`src/hw/rtl/gpe_pkg.sv`:
```
// Shared types and constants of the Goldbach partition enumerator.
// Used by the front end, the back end and the core; depends on nothing.
`timescale 1ns / 1ps
`default_nettype none

package gpe_pkg;

	// Default parameter values.
	localparam int NUMBER_WIDTH_DEF = 10;
	localparam int MAX_PAIRS_DEF    = 64;

	// Smallest number that is split, and the first candidate prime.
	localparam int MIN_NUMBER   = 6;
	localparam int FIRST_PRIME  = 2;
	localparam int FIRST_SQUARE = FIRST_PRIME * FIRST_PRIME;

	// Result status codes.
	localparam logic [1:0] ST_PAIR  = 2'd0;
	localparam logic [1:0] ST_SMALL = 2'd1;
	localparam logic [1:0] ST_ODD   = 2'd2;
	localparam logic [1:0] ST_TRUNC = 2'd3;

	// Classification of an accepted number.
	typedef enum logic [1:0] {
		KIND_EVEN,
		KIND_SMALL,
		KIND_ODD
	} kind_t;

	// Control of the command queue between front and back.
	typedef struct packed {
		logic  valid;
		kind_t kind;
	} cmd_ctl_t;

	// Back end sequencer states.
	typedef enum logic [2:0] {
		S_IDLE,
		S_REJ,
		S_CAND,
		S_TEST,
		S_MOD,
		S_FOUND,
		S_FLUSH
	} back_state_t;

endpackage

`default_nettype wire

```
`src/hw/rtl/gpe_mod.sv`:
```
// Iterative remainder unit: one dividend bit per cycle, restoring scheme.
// Does not depend on gpe_pkg; stands alone.
`timescale 1ns / 1ps
`default_nettype none

module gpe_mod #(
	parameter int NUMBER_WIDTH = 10
) (
	input  wire logic                    clk,
	input  wire logic                    arst_n,
	input  wire logic                    start,
	input  wire logic [NUMBER_WIDTH-1:0] dividend,
	input  wire logic [NUMBER_WIDTH-1:0] divisor,
	output logic                         done,
	output logic [NUMBER_WIDTH-1:0]      rem
);

	localparam int STEP_W = $clog2(NUMBER_WIDTH);
	localparam logic [STEP_W-1:0] LAST_STEP = STEP_W'(NUMBER_WIDTH - 1);

	logic                    busy_q;
	logic                    done_q;
	logic [STEP_W-1:0]       step_q;
	logic [NUMBER_WIDTH-1:0] rem_q;
	logic [NUMBER_WIDTH-1:0] shift_q;
	logic [NUMBER_WIDTH-1:0] div_q;
	logic [NUMBER_WIDTH:0]   trial;
	logic [NUMBER_WIDTH:0]   trial_sub;
	logic [NUMBER_WIDTH-1:0] rem_next;

	// Bring in the next dividend bit and subtract the divisor when it fits.
	always_comb begin
		trial     = {rem_q, shift_q[NUMBER_WIDTH-1]};
		trial_sub = trial - {1'b0, div_q};
		if (trial >= {1'b0, div_q}) begin
			rem_next = trial_sub[NUMBER_WIDTH-1:0];
		end else begin
			rem_next = trial[NUMBER_WIDTH-1:0];
		end
	end

	// Step counter and completion pulse.
	always_ff @(posedge clk or negedge arst_n) begin
		if (!arst_n) begin
			busy_q <= 1'b0;
			done_q <= 1'b0;
			step_q <= '0;
		end else begin
			done_q <= 1'b0;
			if (start) begin
				busy_q <= 1'b1;
				step_q <= '0;
			end else if (busy_q) begin
				if (step_q == LAST_STEP) begin
					busy_q <= 1'b0;
					done_q <= 1'b1;
				end else begin
					step_q <= step_q + 1'b1;
				end
			end
		end
	end

	// Partial remainder and dividend shift register.
	always_ff @(posedge clk) begin
		if (start) begin
			rem_q   <= '0;
			shift_q <= dividend;
			div_q   <= divisor;
		end else if (busy_q) begin
			rem_q   <= rem_next;
			shift_q <= {shift_q[NUMBER_WIDTH-2:0], 1'b0};
		end
	end

	assign done = done_q;
	assign rem  = rem_q;

endmodule

`default_nettype wire

```
`src/hw/rtl/gpe_front.sv`:
```
// Front end: classifies each accepted number and holds it in a two-entry queue.
// Depends on gpe_pkg for the classification type and constants.
`timescale 1ns / 1ps
`default_nettype none

module gpe_front
	import gpe_pkg::*;
#(
	parameter int NUMBER_WIDTH = NUMBER_WIDTH_DEF
) (
	input  wire logic                    clk,
	input  wire logic                    arst_n,
	input  wire logic                    push,
	output logic                         full,
	input  wire logic [NUMBER_WIDTH-1:0] number,
	output cmd_ctl_t                     cmd,
	output logic [NUMBER_WIDTH-1:0]      cmd_number,
	input  wire logic                    cmd_pop
);

	logic [NUMBER_WIDTH-1:0] num_q [2];
	kind_t                   kind_q [2];
	logic                    wr_q;
	logic                    rd_q;
	logic [1:0]              cnt_q;
	kind_t                   kind_in;
	logic                    do_push;
	logic                    do_pop;

	// Small numbers are rejected before the odd test.
	always_comb begin
		if (number < NUMBER_WIDTH'(MIN_NUMBER)) begin
			kind_in = KIND_SMALL;
		end else if (number[0]) begin
			kind_in = KIND_ODD;
		end else begin
			kind_in = KIND_EVEN;
		end
	end

	assign full    = (cnt_q == 2'd2);
	assign do_push = push && !full;
	assign do_pop  = cmd_pop && (cnt_q != 2'd0);

	// Queue pointers and fill count.
	always_ff @(posedge clk or negedge arst_n) begin
		if (!arst_n) begin
			wr_q  <= 1'b0;
			rd_q  <= 1'b0;
			cnt_q <= 2'd0;
		end else begin
			if (do_push) begin
				wr_q <= ~wr_q;
			end
			if (do_pop) begin
				rd_q <= ~rd_q;
			end
			if (do_push && !do_pop) begin
				cnt_q <= cnt_q + 2'd1;
			end else if (!do_push && do_pop) begin
				cnt_q <= cnt_q - 2'd1;
			end
		end
	end

	// Queue storage.
	always_ff @(posedge clk) begin
		if (do_push) begin
			num_q[wr_q]  <= number;
			kind_q[wr_q] <= kind_in;
		end
	end

	assign cmd.valid  = (cnt_q != 2'd0);
	assign cmd.kind   = kind_q[rd_q];
	assign cmd_number = num_q[rd_q];

endmodule

`default_nettype wire

```
`src/hw/rtl/gpe_back.sv`:
```
// Back end: walks the candidates of one number, tests both parts by trial
// division through gpe_mod, and queues results. Depends on gpe_pkg and gpe_mod.
`timescale 1ns / 1ps
`default_nettype none

module gpe_back
	import gpe_pkg::*;
#(
	parameter int NUMBER_WIDTH = NUMBER_WIDTH_DEF,
	parameter int MAX_PAIRS    = MAX_PAIRS_DEF
) (
	input  wire logic                    clk,
	input  wire logic                    arst_n,
	input  wire cmd_ctl_t                cmd,
	input  wire logic [NUMBER_WIDTH-1:0] cmd_number,
	output logic                         cmd_pop,
	output logic                         empty,
	input  wire logic                    pop,
	output logic [NUMBER_WIDTH-1:0]      smaller_prime,
	output logic [NUMBER_WIDTH-1:0]      larger_prime,
	output logic [1:0]                   status,
	output logic                         last
);

	localparam int CNT_W = $clog2(MAX_PAIRS + 1);
	localparam logic [CNT_W-1:0] CNT_MAX = CNT_W'(MAX_PAIRS);

	// Sequencer control state.
	back_state_t state_q, state_d;
	logic [CNT_W-1:0] cnt_q, cnt_d;
	logic pend_v_q, pend_v_d;
	logic trunc_q, trunc_d;
	logic phase_q, phase_d;

	// Walk datapath.
	logic [NUMBER_WIDTH-1:0] n_q, n_d;
	logic [1:0]              rej_st_q, rej_st_d;
	logic [NUMBER_WIDTH-1:0] p_q, p_d;
	logic [NUMBER_WIDTH-1:0] v_q, v_d;
	logic [NUMBER_WIDTH-1:0] d_q, d_d;
	logic [NUMBER_WIDTH:0]   sq_q, sq_d;
	logic [NUMBER_WIDTH-1:0] pend_p_q, pend_p_d;
	logic [NUMBER_WIDTH-1:0] pend_r_q, pend_r_d;

	logic [NUMBER_WIDTH-1:0] half;
	logic [NUMBER_WIDTH-1:0] n_minus_p;
	logic                    mod_start;
	logic                    mod_done;
	logic [NUMBER_WIDTH-1:0] mod_rem;

	// Result queue.
	logic [NUMBER_WIDTH-1:0] oq_small_q [2];
	logic [NUMBER_WIDTH-1:0] oq_large_q [2];
	logic [1:0]              oq_status_q [2];
	logic                    oq_last_q [2];
	logic                    oq_wr_q;
	logic                    oq_rd_q;
	logic [1:0]              oq_cnt_q;
	logic                    oq_full;
	logic                    oq_push;
	logic                    oq_pop;
	logic [NUMBER_WIDTH-1:0] oq_small;
	logic [NUMBER_WIDTH-1:0] oq_large;
	logic [1:0]              oq_status;
	logic                    oq_last;

	assign half      = n_q >> 1;
	assign n_minus_p = n_q - p_q;
	assign oq_full   = (oq_cnt_q == 2'd2);

	// Shared remainder unit for every trial division.
	gpe_mod #(
		.NUMBER_WIDTH(NUMBER_WIDTH)
	) u_mod (
		.clk      (clk),
		.arst_n   (arst_n),
		.start    (mod_start),
		.dividend (v_q),
		.divisor  (d_q),
		.done     (mod_done),
		.rem      (mod_rem)
	);

	// Next state and sequencer outputs.
	always_comb begin
		state_d   = state_q;
		cnt_d     = cnt_q;
		pend_v_d  = pend_v_q;
		trunc_d   = trunc_q;
		phase_d   = phase_q;
		n_d       = n_q;
		rej_st_d  = rej_st_q;
		p_d       = p_q;
		v_d       = v_q;
		d_d       = d_q;
		sq_d      = sq_q;
		pend_p_d  = pend_p_q;
		pend_r_d  = pend_r_q;
		cmd_pop   = 1'b0;
		mod_start = 1'b0;
		oq_push   = 1'b0;
		oq_small  = pend_p_q;
		oq_large  = pend_r_q;
		oq_status = ST_PAIR;
		oq_last   = 1'b0;
		case (state_q)
			S_IDLE: begin
				if (cmd.valid) begin
					cmd_pop = 1'b1;
					n_d     = cmd_number;
					if (cmd.kind == KIND_EVEN) begin
						p_d      = NUMBER_WIDTH'(FIRST_PRIME);
						cnt_d    = '0;
						pend_v_d = 1'b0;
						trunc_d  = 1'b0;
						state_d  = S_CAND;
					end else begin
						rej_st_d = (cmd.kind == KIND_SMALL) ? ST_SMALL : ST_ODD;
						state_d  = S_REJ;
					end
				end
			end
			S_REJ: begin
				if (!oq_full) begin
					oq_push   = 1'b1;
					oq_small  = '0;
					oq_large  = '0;
					oq_status = rej_st_q;
					oq_last   = 1'b1;
					state_d   = S_IDLE;
				end
			end
			S_CAND: begin
				if (p_q > half) begin
					state_d = S_FLUSH;
				end else begin
					v_d     = p_q;
					phase_d = 1'b0;
					d_d     = NUMBER_WIDTH'(FIRST_PRIME);
					sq_d    = (NUMBER_WIDTH + 1)'(FIRST_SQUARE);
					state_d = S_TEST;
				end
			end
			S_TEST: begin
				if (v_q < NUMBER_WIDTH'(FIRST_PRIME)) begin
					p_d     = p_q + 1'b1;
					state_d = S_CAND;
				end else if (sq_q > {1'b0, v_q}) begin
					// No divisor up to the square root: the value is prime.
					if (!phase_q) begin
						v_d     = n_minus_p;
						phase_d = 1'b1;
						d_d     = NUMBER_WIDTH'(FIRST_PRIME);
						sq_d    = (NUMBER_WIDTH + 1)'(FIRST_SQUARE);
					end else begin
						state_d = S_FOUND;
					end
				end else begin
					mod_start = 1'b1;
					state_d   = S_MOD;
				end
			end
			S_MOD: begin
				if (mod_done) begin
					if (mod_rem == '0) begin
						p_d     = p_q + 1'b1;
						state_d = S_CAND;
					end else begin
						// (d + 1)^2 = d^2 + 2d + 1.
						d_d     = d_q + 1'b1;
						sq_d    = sq_q + {d_q, 1'b1};
						state_d = S_TEST;
					end
				end
			end
			S_FOUND: begin
				if (cnt_q == CNT_MAX) begin
					trunc_d = 1'b1;
					state_d = S_FLUSH;
				end else if (!(pend_v_q && oq_full)) begin
					// The held pair is not the last one; send it on.
					oq_push  = pend_v_q;
					pend_p_d = p_q;
					pend_r_d = n_minus_p;
					pend_v_d = 1'b1;
					cnt_d    = cnt_q + 1'b1;
					p_d      = p_q + 1'b1;
					state_d  = S_CAND;
				end
			end
			S_FLUSH: begin
				if (!pend_v_q) begin
					state_d = S_IDLE;
				end else if (!oq_full) begin
					oq_push   = 1'b1;
					oq_status = trunc_q ? ST_TRUNC : ST_PAIR;
					oq_last   = 1'b1;
					pend_v_d  = 1'b0;
					state_d   = S_IDLE;
				end
			end
			default: begin
				state_d = S_IDLE;
			end
		endcase
	end

	// Sequencer control registers.
	always_ff @(posedge clk or negedge arst_n) begin
		if (!arst_n) begin
			state_q  <= S_IDLE;
			cnt_q    <= '0;
			pend_v_q <= 1'b0;
			trunc_q  <= 1'b0;
			phase_q  <= 1'b0;
		end else begin
			state_q  <= state_d;
			cnt_q    <= cnt_d;
			pend_v_q <= pend_v_d;
			trunc_q  <= trunc_d;
			phase_q  <= phase_d;
		end
	end

	// Walk datapath registers.
	always_ff @(posedge clk) begin
		n_q      <= n_d;
		rej_st_q <= rej_st_d;
		p_q      <= p_d;
		v_q      <= v_d;
		d_q      <= d_d;
		sq_q     <= sq_d;
		pend_p_q <= pend_p_d;
		pend_r_q <= pend_r_d;
	end

	assign oq_pop = pop && (oq_cnt_q != 2'd0);

	// Result queue pointers and fill count.
	always_ff @(posedge clk or negedge arst_n) begin
		if (!arst_n) begin
			oq_wr_q  <= 1'b0;
			oq_rd_q  <= 1'b0;
			oq_cnt_q <= 2'd0;
		end else begin
			if (oq_push) begin
				oq_wr_q <= ~oq_wr_q;
			end
			if (oq_pop) begin
				oq_rd_q <= ~oq_rd_q;
			end
			if (oq_push && !oq_pop) begin
				oq_cnt_q <= oq_cnt_q + 2'd1;
			end else if (!oq_push && oq_pop) begin
				oq_cnt_q <= oq_cnt_q - 2'd1;
			end
		end
	end

	// Result queue storage.
	always_ff @(posedge clk) begin
		if (oq_push) begin
			oq_small_q[oq_wr_q]  <= oq_small;
			oq_large_q[oq_wr_q]  <= oq_large;
			oq_status_q[oq_wr_q] <= oq_status;
			oq_last_q[oq_wr_q]   <= oq_last;
		end
	end

	assign empty         = (oq_cnt_q == 2'd0);
	assign smaller_prime = oq_small_q[oq_rd_q];
	assign larger_prime  = oq_large_q[oq_rd_q];
	assign status        = oq_status_q[oq_rd_q];
	assign last          = oq_last_q[oq_rd_q];

`ifndef SYNTHESIS
	// The pair count never passes the limit.
	assert property (@(posedge clk) disable iff (!arst_n) cnt_q <= CNT_MAX)
		else $error("pair count above limit");

	// The result queue never overfills.
	assert property (@(posedge clk) disable iff (!arst_n) oq_cnt_q <= 2'd2)
		else $error("result queue overfilled");

	// A held pair always belongs to the counted pairs.
	assert property (@(posedge clk) disable iff (!arst_n) pend_v_q |-> (cnt_q != '0))
		else $error("held pair without count");

	// The remainder unit only reports back while the sequencer waits for it.
	assert property (@(posedge clk) disable iff (!arst_n) mod_done |-> (state_q == S_MOD))
		else $error("remainder done outside wait state");

	// A division is started only with a divisor of at least two.
	assert property (@(posedge clk) disable iff (!arst_n)
		mod_start |-> (d_q >= NUMBER_WIDTH'(FIRST_PRIME)))
		else $error("trial divisor below two");
`endif

endmodule

`default_nettype wire

```
`src/hw/rtl/goldbach_partition_enumerator_core.sv`:
```
// A rejected number passes from the idle state to the reject state once the back end takes it
// from the front queue, and is queued as a result when the result queue has room. An even
// number n is walked over the candidates p <= n/2 with trial divisions of p and n-p in the
// bit-serial remainder unit; one number is worked at a time, two more wait.
// Reset (arst_n low) empties both queues and returns the sequencer to idle at once;
// there is no clearing pass.
`timescale 1ns / 1ps
`default_nettype none

module goldbach_partition_enumerator_core
	import gpe_pkg::*;
#(
	parameter int NUMBER_WIDTH = NUMBER_WIDTH_DEF,
	parameter int MAX_PAIRS    = MAX_PAIRS_DEF
) (
	input  wire logic                    clk,
	input  wire logic                    arst_n,
	input  wire logic                    push,
	output logic                         full,
	input  wire logic [NUMBER_WIDTH-1:0] number,
	output logic                         empty,
	input  wire logic                    pop,
	output logic [NUMBER_WIDTH-1:0]      smaller_prime,
	output logic [NUMBER_WIDTH-1:0]      larger_prime,
	output logic [1:0]                   status,
	output logic                         last
);

	cmd_ctl_t                cmd;
	logic [NUMBER_WIDTH-1:0] cmd_number;
	logic                    cmd_pop;

	// Front end: classification and command queue.
	gpe_front #(
		.NUMBER_WIDTH(NUMBER_WIDTH)
	) u_front (
		.clk        (clk),
		.arst_n     (arst_n),
		.push       (push),
		.full       (full),
		.number     (number),
		.cmd        (cmd),
		.cmd_number (cmd_number),
		.cmd_pop    (cmd_pop)
	);

	// Back end: candidate walk, primality tests and result queue.
	gpe_back #(
		.NUMBER_WIDTH(NUMBER_WIDTH),
		.MAX_PAIRS   (MAX_PAIRS)
	) u_back (
		.clk           (clk),
		.arst_n        (arst_n),
		.cmd           (cmd),
		.cmd_number    (cmd_number),
		.cmd_pop       (cmd_pop),
		.empty         (empty),
		.pop           (pop),
		.smaller_prime (smaller_prime),
		.larger_prime  (larger_prime),
		.status        (status),
		.last          (last)
	);

endmodule

`default_nettype wire
```
`config.mk`:
```
export PLATFORM = sky130hd
export DESIGN_NAME = goldbach_partition_enumerator_core
export DESIGN_NICKNAME = d
export VERILOG_FILES = /design/src/hw/rtl/gpe_pkg.sv /design/src/hw/rtl/gpe_mod.sv /design/src/hw/rtl/gpe_front.sv /design/src/hw/rtl/gpe_back.sv /design/src/hw/rtl/goldbach_partition_enumerator_core.sv
export SDC_FILE = /design/constraint.sdc
export NUM_CORES = 1
export LEC_CHECK = 0
export BUFFER_PORTS_ARGS = -buffer_cell sky130_fd_sc_hd__buf_2
export CORE_UTILIZATION = 65
export DETAILED_ROUTE_END_ITERATION = 16
export PLACE_DENSITY = 0.81
export SKIP_LAST_GASP = 1
export SLEW_MARGIN = 20
export SYNTH_ARGS = -nofsm -noshare
export SYNTH_HDL_FRONTEND = slang
export SYNTH_SLANG_ARGS = --single-unit
```
`constraint.sdc`:
```
create_clock -name clk -period 9.7 [get_ports clk]
set_clock_uncertainty 0.05 [all_clocks]
set_input_delay 1.455 -clock clk [delete_from_list [all_inputs] [get_ports clk]]
set_output_delay 1.455 -clock clk [all_outputs]
set_load 0.03 [all_outputs]
```
# ---- Word level (Yosys, flattened, before mapping)
# Memory sizes are Yosys's and may differ from the RTL's. A register that Yosys moved wholly into a read port is not among the register bits.
# Cells that the tools add are included.
dict set report op_classes {
  n_addsub 11
  n_lt_le_gt_ge 5
  n_eq_ne 27
  muxes 101
  bitwise_logic 7
  n_reduce_logical 39
}
# cell count
set op_table {}
lappend op_table {{$mux 10} 24}
lappend op_table {{$mux 11} 6}
lappend op_table {{$pmux 10 s4} 1}
lappend op_table {{$pmux 11 s3} 1}
lappend op_table {{$mux 1} 30}
lappend op_table {{$mux 3} 10}
lappend op_table {{$pmux 10 s3} 1}
lappend op_table {{$mux 7} 4}
lappend op_table {{$mux 2} 12}
lappend op_table {{$pmux 3 s7} 1}
lappend op_table {{$add 10x1->10 const B} 2}
lappend op_table {{$pmux 10 s2} 1}
lappend op_table {{$sub 10x10->10} 2}
lappend op_table {{$ne 2x2->1 const B} 8}
lappend op_table {{$reduce_and 5->1} 3}
lappend op_table {{$pmux 7 s2} 1}
lappend op_table {{$reduce_bool 2->1} 7}
lappend op_table {{$mux 4} 3}
lappend op_table {{$ne 2x1->1 const B} 6}
lappend op_table {{$reduce_and 4->1} 3}
lappend op_table {{$add 11x11->11} 1}
lappend op_table {{$ge 11x10->1} 1}
lappend op_table {{$gt 11x10->1} 1}
lappend op_table {{$gt 10x9->1} 1}
lappend op_table {{30 further kinds} 60}
dict set report totals {
  register_bits 120
  mem_bits_rw 70
  wordCells 220
  n_memories 6
}
# name words width read_ports rd_clocked_by_memory_dff wr line_no
set memory_table {}
lappend memory_table {u_back.oq_large_q 2 10 1 0 1 gpe_back.sv:53} ;# logic [NUMBER_WIDTH-1:0] oq_large_q [2];
lappend memory_table {u_back.oq_small_q 2 10 1 0 1 gpe_back.sv:52} ;# logic [NUMBER_WIDTH-1:0] oq_small_q [2];
lappend memory_table {u_front.num_q 2 10 1 1 1 gpe_front.sv:21} ;# logic [NUMBER_WIDTH-1:0] num_q [2];
lappend memory_table {u_back.oq_status_q 2 2 1 0 1 gpe_back.sv:54} ;# logic [1:0] oq_status_q [2];
lappend memory_table {u_front.kind_q 2 2 1 0 1 gpe_front.sv:22} ;# kind_t kind_q [2];
lappend memory_table {u_back.oq_last_q 2 1 1 0 1 gpe_back.sv:55} ;# logic oq_last_q [2];

# ---- Longest topological paths before layout
# Gate-level depths: netlist of the first run.
dict set report logic_depth {
  depth_word 9
  mapped_depth 9
  mapped_depth_nobuf 9
}

# ---- Hierarchy
# Synthesis of the first run repeated with hierarchy kept, for this count alone.
dict set report unflattened {
  cells_unflattened 855
  hier_area_um2 10277.4
}
# mod instances cells_per_inst area_per_inst_um2
set modules_own_cells {}
lappend modules_own_cells {gpe_back 1 611 7186.9}
lappend modules_own_cells {gpe_mod 1 183 1998.2}
lappend modules_own_cells {gpe_front 1 61 1092.3}

# ---- Worst setup path after synthesis of the first run
# No wires, ideal clock.
dict set report synth_path {
  path_kind {register to register}
  start {reg u_back.n_q[9] (read register of u_front.num_q)}
  end {reg u_back.d_q[0] (enable)}
  arrival_ns 2.616
  required_time_ns 9.244
  path_slack_ns 6.628
  stages_incl_launch_ff 9
  n_path_buf 0
  synth_period_minus_slack_ns 3.072
  path_cell_list {edfxtp_1 inv_1 ha_1 or4_1 a21oi_1 o221ai_1 nand2_1 o22ai_1 a21oi_1}
}
dict set report synth_via {
  elab_chain_cells 3
}
# element line_no
set synth_rtl {}
lappend synth_rtl {{start: declaration} gpe_back.sv:36} ;# logic [NUMBER_WIDTH-1:0] n_q, n_d;
lappend synth_rtl {{$gt 10x9->1} gpe_back.sv:134} ;# if (p_q > half) begin
lappend synth_rtl {{$ne 2x2->1 (no line)} -}
lappend synth_rtl {{$reduce_and 7->1 (no line)} -}
lappend synth_rtl {{end signal: assignment} gpe_back.sv:231} ;# d_q <= d_d;
lappend synth_rtl {{end: declaration} gpe_back.sv:40} ;# logic [NUMBER_WIDTH-1:0] d_q, d_d;
# No other way between the ends.
# A chain may end at the register's enable or synchronous reset.

# ---- Worst setup path in the final report of the first run
dict set report layout_path {
  start {reg u_back.oq_rd_q}
  end {out smaller_prime[8]}
}
dict set report layout_via {
  elab_chain_cells 1
}
# element line_no
set layout_rtl {}
lappend layout_rtl {{start: declaration} gpe_back.sv:57} ;# logic oq_rd_q;
lappend layout_rtl {{start signal: assignment} gpe_back.sv:250} ;# oq_rd_q <= ~oq_rd_q;
lappend layout_rtl {{$mem_v2 2x10} -}
lappend layout_rtl {{end: declaration} goldbach_partition_enumerator_core.sv:23} ;# output logic [NUMBER_WIDTH-1:0] smaller_prime,
# No other way between the ends.

==> impl_metrics.csv, run 1 <==
group,metric,value,unit
global_routing,grt_max_degree,38,
hold_path,hold_depth,1,
timing,fin_crit_sh,36.5,%
cells_and_area,fin_area,11200,um2
synthesis,syn_nets,937,
synthesis,synth_ff_type,"edfxtp_1",
floorplanning,row_count,45,
cts,cts_post_setup_buffers_inserted,0,
place,place_inst,1091,
cts,clk_pin_slew_worst_paths,0.07,ns
run_status,status,"finished, final reports clean",
timing,holdWs,0.445,ns
cells_and_area,nNetsFinal,971,
critical_path,worstRegToRegCells,4,
cells_and_area,mostFrequentLayoutCells,"edfxtp_1, nor2_1, inv_1",
critical_path,crit_fanout,24,
cts,numCtsBuffers,17,
job,drv_cap,0,
floorplanning,dieWidth,127,um
timing,fmax,0.282,GHz
timing,hold_viol,0,
cts,hold_buffers,0,
synthesis,synth_cell_type_count,66,
cells_and_area,drive_above_1_share,14.4,%
synthesis,synth_edf_count,163,
cts,htree_levels,4,
global_routing,antenna_found_initial,0,
floorplanning,boundaryPins,39,
floorplanning,initial_core_util,67.0,%
floorplanning,die_area,16200,um2
cells_and_area,final_common_cell,"edfxtp_1",
critical_path,worstSetupStartpointType,"flop",
detailed_routing,wire_per_inst,18.2,um
cells_and_area,num_antenna_cells,0,
detailed_routing,drt_iter0_drc,541,
critical_path,critical_path_class,"reg2out",
detailed_routing,drt_pre_antenna_iters,5,
timing,slew_violations,0,
global_routing,gr-total-overflow,0,
detailed_routing,route.detailed.drc,0,
timing,setup_viol,0,
cells_and_area,area_growth,9.29,%
cts,clk_latency,0.43,ns
global_routing,grt_pass1_wl,33.6,mm
synthesis,async_flop_share,13.5,%
pwr,ir_drop,0.000187,V
cells_and_area,n_fill_cell,1027,
detailed_routing,drt-total-wl,20.4,mm
synthesis,avgSynthCellArea,11.8,um2
place,post-dp-hpwl,14.6,mm
place,portBuffers,38,
synthesis,netlist_area,10200,um2
pwr,powerDensity,375,nW/um2
timing,relSlewSlack,27.8,%
synthesis,synthCells,865,
place,place_congestion,0.926,
timing,fin_setup_tns,0,ns
detailed_routing,vias,6749,
detailed_routing,drt.antenna.violating_nets,0,
cts,cts_root_buf,"clkbuf_16",
timing,rsz0062_at_grt,"false",
cts,cts_tree,"done",
global_routing,track_usage,26.9,%
global_routing,grt_pass1_vias,6687,
pwr,leakage,4.38,nW
cts,post_cts_resized,0,
critical_path,arrival,2.04,ns
hold_path,hold_class,"reg2reg",
synthesis,ys_seq_area_share,56.4,%
floorplanning,coreArea,15300,um2
floorplanning,die_y,127,um
cts,clockBufferDepth,2,
detailed_routing,viasPerCell,6.01,
cells_and_area,instances_no_fill,1123,
timing,worst_slew_pin_slew,1.08,ns
cells_and_area,utilization,73.2,%
cts,cts_sinks,200,
critical_path,crit_required,8.20,ns
timing,fin_crit,3.54,ns
synthesis,synth_warnings,0,
place,placed_area,10600,um2
synthesis,synth-seq-cells,200,
critical_path,critPathCaptureType,"output pin",
-- Yosys cell counts (all sizes together) (19+ instances only) --
| master | count | share of area [%] |
|---|---|---|
| a21oi | 34 | 1.7 |
| and2 | 29 | 1.8 |
| nand3 | 21 | 1.0 |
| ha | 55 | 6.7 |
| o21ai | 35 | 1.7 |
| edfxtp | 163 | 48 |
| clkbuf | 19 | 0.71 |
| nand2 | 46 | 1.7 |
| nor2 | 76 | 2.8 |
| dfrtp | 27 | 6.6 |
| inv | 69 | 2.5 |
| mux2 | 45 | 5.0 |
| xnor2 | 20 | 1.7 |
| xor2 | 26 | 2.2 |
-- worst max-delay path, cell delays in order (launching register included) --
cell	delay, ns
dfrtp_1	0.99
mux2_2	0.43
buf_2	0.18
-- routing by layer --
layer  GRT usage, %  share of wire, %  vias to the layer above
li1               -                 -                     3200
met5              0                 0                        -
met2           43.8                48                      217
met1           37.3                45                     3307
met3           4.94               5.4                       25
met4           7.84               1.3                        0
-- sequential cells by signal (all words and copies together) (netlist names), 7 cells and up --
name / cells
u_back.u_mod.rem: 10
u_back.d_q: 10
u_back.oq_small_q: 20
u_back.pend_p_q: 10
u_back.u_mod.shift_q: 10
u_back.sq_q: 11
u_back.oq_large_q: 20
u_front.num_q: 20
u_back.cnt_q: 7
u_back.v_q: 10
u_back.pend_r_q: 10
u_back.u_mod.div_q: 10
u_back.n_q: 10
u_back.p_q: 10
-- area by class of cell --
| class | instances | area, um2 | area share (%) |
|---|---|---|---|
| timing repair buffer | 39 | 198 | 1.77 |
| sequential | 200 | 5770 | 51.6 |
| tap | 211 | 264 | 2.36 |
| clock buffer | 17 | 425 | 3.81 |
| inverter | 69 | 259 | 2.32 |
| clock inverter | 15 | 143 | 1.28 |
| multi-input combinational | 572 | 4120 | 36.8 |
-- power breakdown --
group          internal [mW]  switching [mW]
sequential              1.36           0.298
clock                  0.360           0.325
combinational          0.752            1.10
-- path summary, 6_finish.rpt --
check                               startpoint                     end  slack (ns)
worst max-delay path            u_back.oq_rd_q        smaller_prime[8]        6.16
worst min-delay path              u_front.wr_q            u_front.wr_q        0.44
worst max register to register    u_front.rd_q           u_back.p_q[8]        6.39
worst min register to register    u_front.wr_q            u_front.wr_q        0.44
max in group asynchronous               arst_n  u_back.u_mod.step_q[0]        8.13
min in group asynchronous               arst_n         u_back.cnt_q[2]        1.01
-- through the flow --
step | setup WS (ns) | power [mW]
5_1_grt | 6.06 | 4.47
6_report | 6.16 | 4.19
4_1_cts | 6.12 | 4.17
3_5_place_dp | 6.41 | 3.48
3_3_place_gp | 6.62 | 3.37
2_1_floorplan | 6.63 | 3.00
-- kinds of logic after synthesis --
kind of cell / count (synthesis) / share of synthesized area (%)
AO/OA/AOI/OAI: 143 / 9.13
XOR/XNOR: 47 / 4.16
adder cells (fa/ha/maj): 58 / 7.32
buffers and inverters: 93 / 3.57
flip-flops: 200 / 56.4
multiplexers: 54 / 5.87
AND/OR/NAND/NOR: 270 / 13.5
Power figures use the tool's default switching activity.
==> inputs of run 2 (changes only) <==
Settings changed: ABC_AREA from default to 1, CORE_UTILIZATION 65 to 62, PLACE_DENSITY 0.81 to 0.78.
Clock period 9.7 ns to 3.7 ns, I/O delays scaled along.
==> impl_metrics.csv, run 2 <==
group,metric,value,unit
run_status,status,"finished, final reports clean",
detailed_routing,met3_wirelength,1.06,mm
synthesis,ys_seq_area_share,55.9,%
synthesis,netlist_area,10300,um2
detailed_routing,viasPerCell,5.37,
pwr,design_power_total,11.0,mW
cells_and_area,multi_input_area,3880,um2
cells_and_area,reg_top3,"u_back.oq_large_q x20, u_back.oq_small_q x20, u_front.num_q x20",
place,post-dp-hpwl,14.3,mm
cts,cts_sinks,200,
synthesis,synth_edf_count,163,
cts,clk_latency,0.44,ns
pwr,powerDensity,972,nW/um2
detailed_routing,drt.antenna.violating_nets,0,
critical_path,worstRegToRegCells,9,
critical_path,critical_path_class,"reg2reg",
floorplanning,boundaryPins,39,
cells_and_area,area_growth,10.1,%
timing,setup_ws,1.02,ns
synthesis,syn_nets,1187,
critical_path,crit_fanout,15,
floorplanning,die_y,131,um
floorplanning,initial_core_util,64.3,%
floorplanning,coreArea,16100,um2
timing,fin_setup_tns,0,ns
cts,cts_root_buf,"clkbuf_16",
cells_and_area,num_antenna_cells,0,
global_routing,grt_pass1_wl,31.7,mm
synthesis,synth_top_area_cell,"edfxtp_1",
detailed_routing,route.detailed.drc,0,
critical_path,crit_required,3.74,ns
detailed_routing,drt_iter0_drc,629,
cts,cts_tree,"done",
synthesis,synth_ff_type,"edfxtp_1",
pwr,leakage,5.20,nW
hold_path,hold_class,"in2async",
cells_and_area,final_common_cell,"nand2_1",
cts,numCtsBuffers,17,
critical_path,critical_path.slowest_cell,"a21oi_4",
cells_and_area,nNetsFinal,1235,
synthesis,avgSynthCellArea,9.26,um2
cts,hold_buffers,0,
timing,hold_viol,0,
timing,fin_crit,2.68,ns
job,drv_cap,0,
timing,relSlewSlack,31.7,%
synthesis,synth_top_area_share,47.4,%
timing,slew_violations,0,
critical_path,arrival,2.73,ns
detailed_routing,highest_layer,"met4",
synthesis,synthCells,1115,
detailed_routing,vias,7480,
global_routing,grt_max_degree,29,
global_routing,grt_pass1_vias,6817,
detailed_routing,wl_met2,9.11,mm
global_routing,gr-total-overflow,0,
cts,clockBufferDepth,2,
floorplanning,die_area,17200,um2
synthesis,yosys-top-cells-count,"nand2_1, edfxtp_1, inv_1",
cells_and_area,register_area,5770,um2
place,place_congestion,0.923,
cts,clk_pin_slew_worst_paths,0.07,ns
synthesis,post-synth-top-count-cell,"nand2_1",
synthesis,synth_area_leaders,"edfxtp_1, nand2_1, ha_1, dfrtp_1, inv_1",
detailed_routing,drt_pre_antenna_iters,6,
critical_path,worstSetupStartpointType,"flop",
cts,cts_post_setup_buffers_inserted,0,
place,dp_slack,1.02,ns
timing,setup_viol,0,
timing,fmax,0.373,GHz
pwr,ir_drop,0.000512,V
detailed_routing,drt-total-wl,19.9,mm
timing,fin_crit_sh,72.5,%
global_routing,antenna_found_initial,0,
floorplanning,dieWidth,131,um
synthesis,async_flop_share,13.5,%
cells_and_area,n_fill_cell,1193,
cells_and_area,mostFrequentLayoutCells,"nand2_1, edfxtp_1, inv_1",
critical_path,path_depth,9,
global_routing,track_usage,24.5,%
timing,rsz0062_at_grt,"false",
timing,worst_slew_pin_slew,1.02,ns
floorplanning,row_count,46,
cts,htree_levels,4,
synthesis,synth_warnings,0,
critical_path,slowest_delay,0.46,ns
critical_path,cpMostUsedCell,"inv_1",
critical_path,cp_cell_sequence,"inv_1 > ha_1 > nand2_1 > inv_1 > a21oi_1 > nand3_2 > a21oi_4 > nor2_2 > inv_1",
critical_path,critical-path-top-delay-family,"compound AO/OA/AOI/OAI gates",
critical_path,critPathCaptureType,"flop",
cells_and_area,drive_above_1_share,9.18,%
synthesis,synth_cell_type_count,43,
place,portBuffers,38,
synthesis,synth-seq-cells,200,
detailed_routing,wl_met1,9.30,mm
critical_path,critPathBufInv,3,
cells_and_area,utilization,70.8,%
detailed_routing,wire_per_inst,14.3,um
cts,post_cts_resized,0,
[run 2: changes by cell type in the layout (fill, tap and decap cells not counted), moves of 13 or more]
cell / before / now
and2_1: 27 / 3
inv_1: 69 / 156
mux2_2: 44 / 0
nand2_1: 46 / 310
nand3_1: 21 / 47
nor2_1: 76 / 117
nor2b_1: 13 / 0
o21ai_0: 34 / 57
xnor2_1: 20 / 5
[run 2: power breakdown]
group | switching [mW] | leakage [nW] | total, mW | internal (mW)
Clock | 0.839 | 0.290 | 1.85 | 1.01
Combinational | 3.39 | 2.97 | 5.04 | 1.65
Sequential | 0.571 | 1.94 | 4.15 | 3.58
Total | 4.80 | 5.20 | 11.0 | 6.25
[run 2: kinds of logic after synthesis]
group                    after synthesis  synth area share [%]
AO/OA/AOI/OAI                        113                  5.95
XOR/XNOR                              24                  2.04
adder cells (fa/ha/maj)               58                  7.25
buffers and inverters                179                  6.74
flip-flops                           200                  55.9
AND/OR/NAND/NOR                      541                  22.1
[run 2: worst register-to-register path: cells and delay by family (launching register included)]
family          cells  cell delay (ns)
fa+ha+maj           1             0.27
compound gates      2             0.68
buf+inv             3             0.54
flops               1             0.36
simple gates        3             0.44
[run 2: worst paths after layout]
kind                                           endpoint           startpoint  slack, ns
worst min-delay path             u_back.u_mod.step_q[1]               arst_n        0.1
max in group asynchronous               u_back.cnt_q[5]               arst_n       3.07
min in group clk                    u_front.num_q[0][0]            number[0]       0.27
worst min register to register      u_back.u_mod.rem[9]  u_back.u_mod.rem[9]       0.45
worst max-delay path            u_back.u_mod.shift_q[5]        u_back.v_q[9]       1.02
worst max register to register  u_back.u_mod.shift_q[5]        u_back.v_q[9]       1.02
[run 2: layout make-up]
cell class / instances / area share (%)
flip-flops and latches: 200 / 50.8
multi-input cells: 736 / 34.1
inverters: 162 / 5.35
clock buffers: 17 / 3.74
well taps: 216 / 2.38
repair buffers: 46 / 2.20
clock inverters: 15 / 1.42
[run 2: per-layer routing]
| layer | global-route usage [%] | up-vias |
|---|---|---|
| met3 | 4.93 | 42 |
| met5 | 0 | - |
| met4 | 8.65 | 0 |
| met1 | 34.4 | 3438 |
| li1 | - | 3752 |
| met2 | 38.3 | 248 |
[run 2: through the flow]
step	hold WS, ns	cells	cell area [um2]
after global placement	0.432	1360	10800
after detailed placement	0.435	1360	10800
final	0.0960	1392	11400
after floorplan	0.209	1115	10300
after CTS	0.109	1392	11400
after global routing	0.130	1392	11400
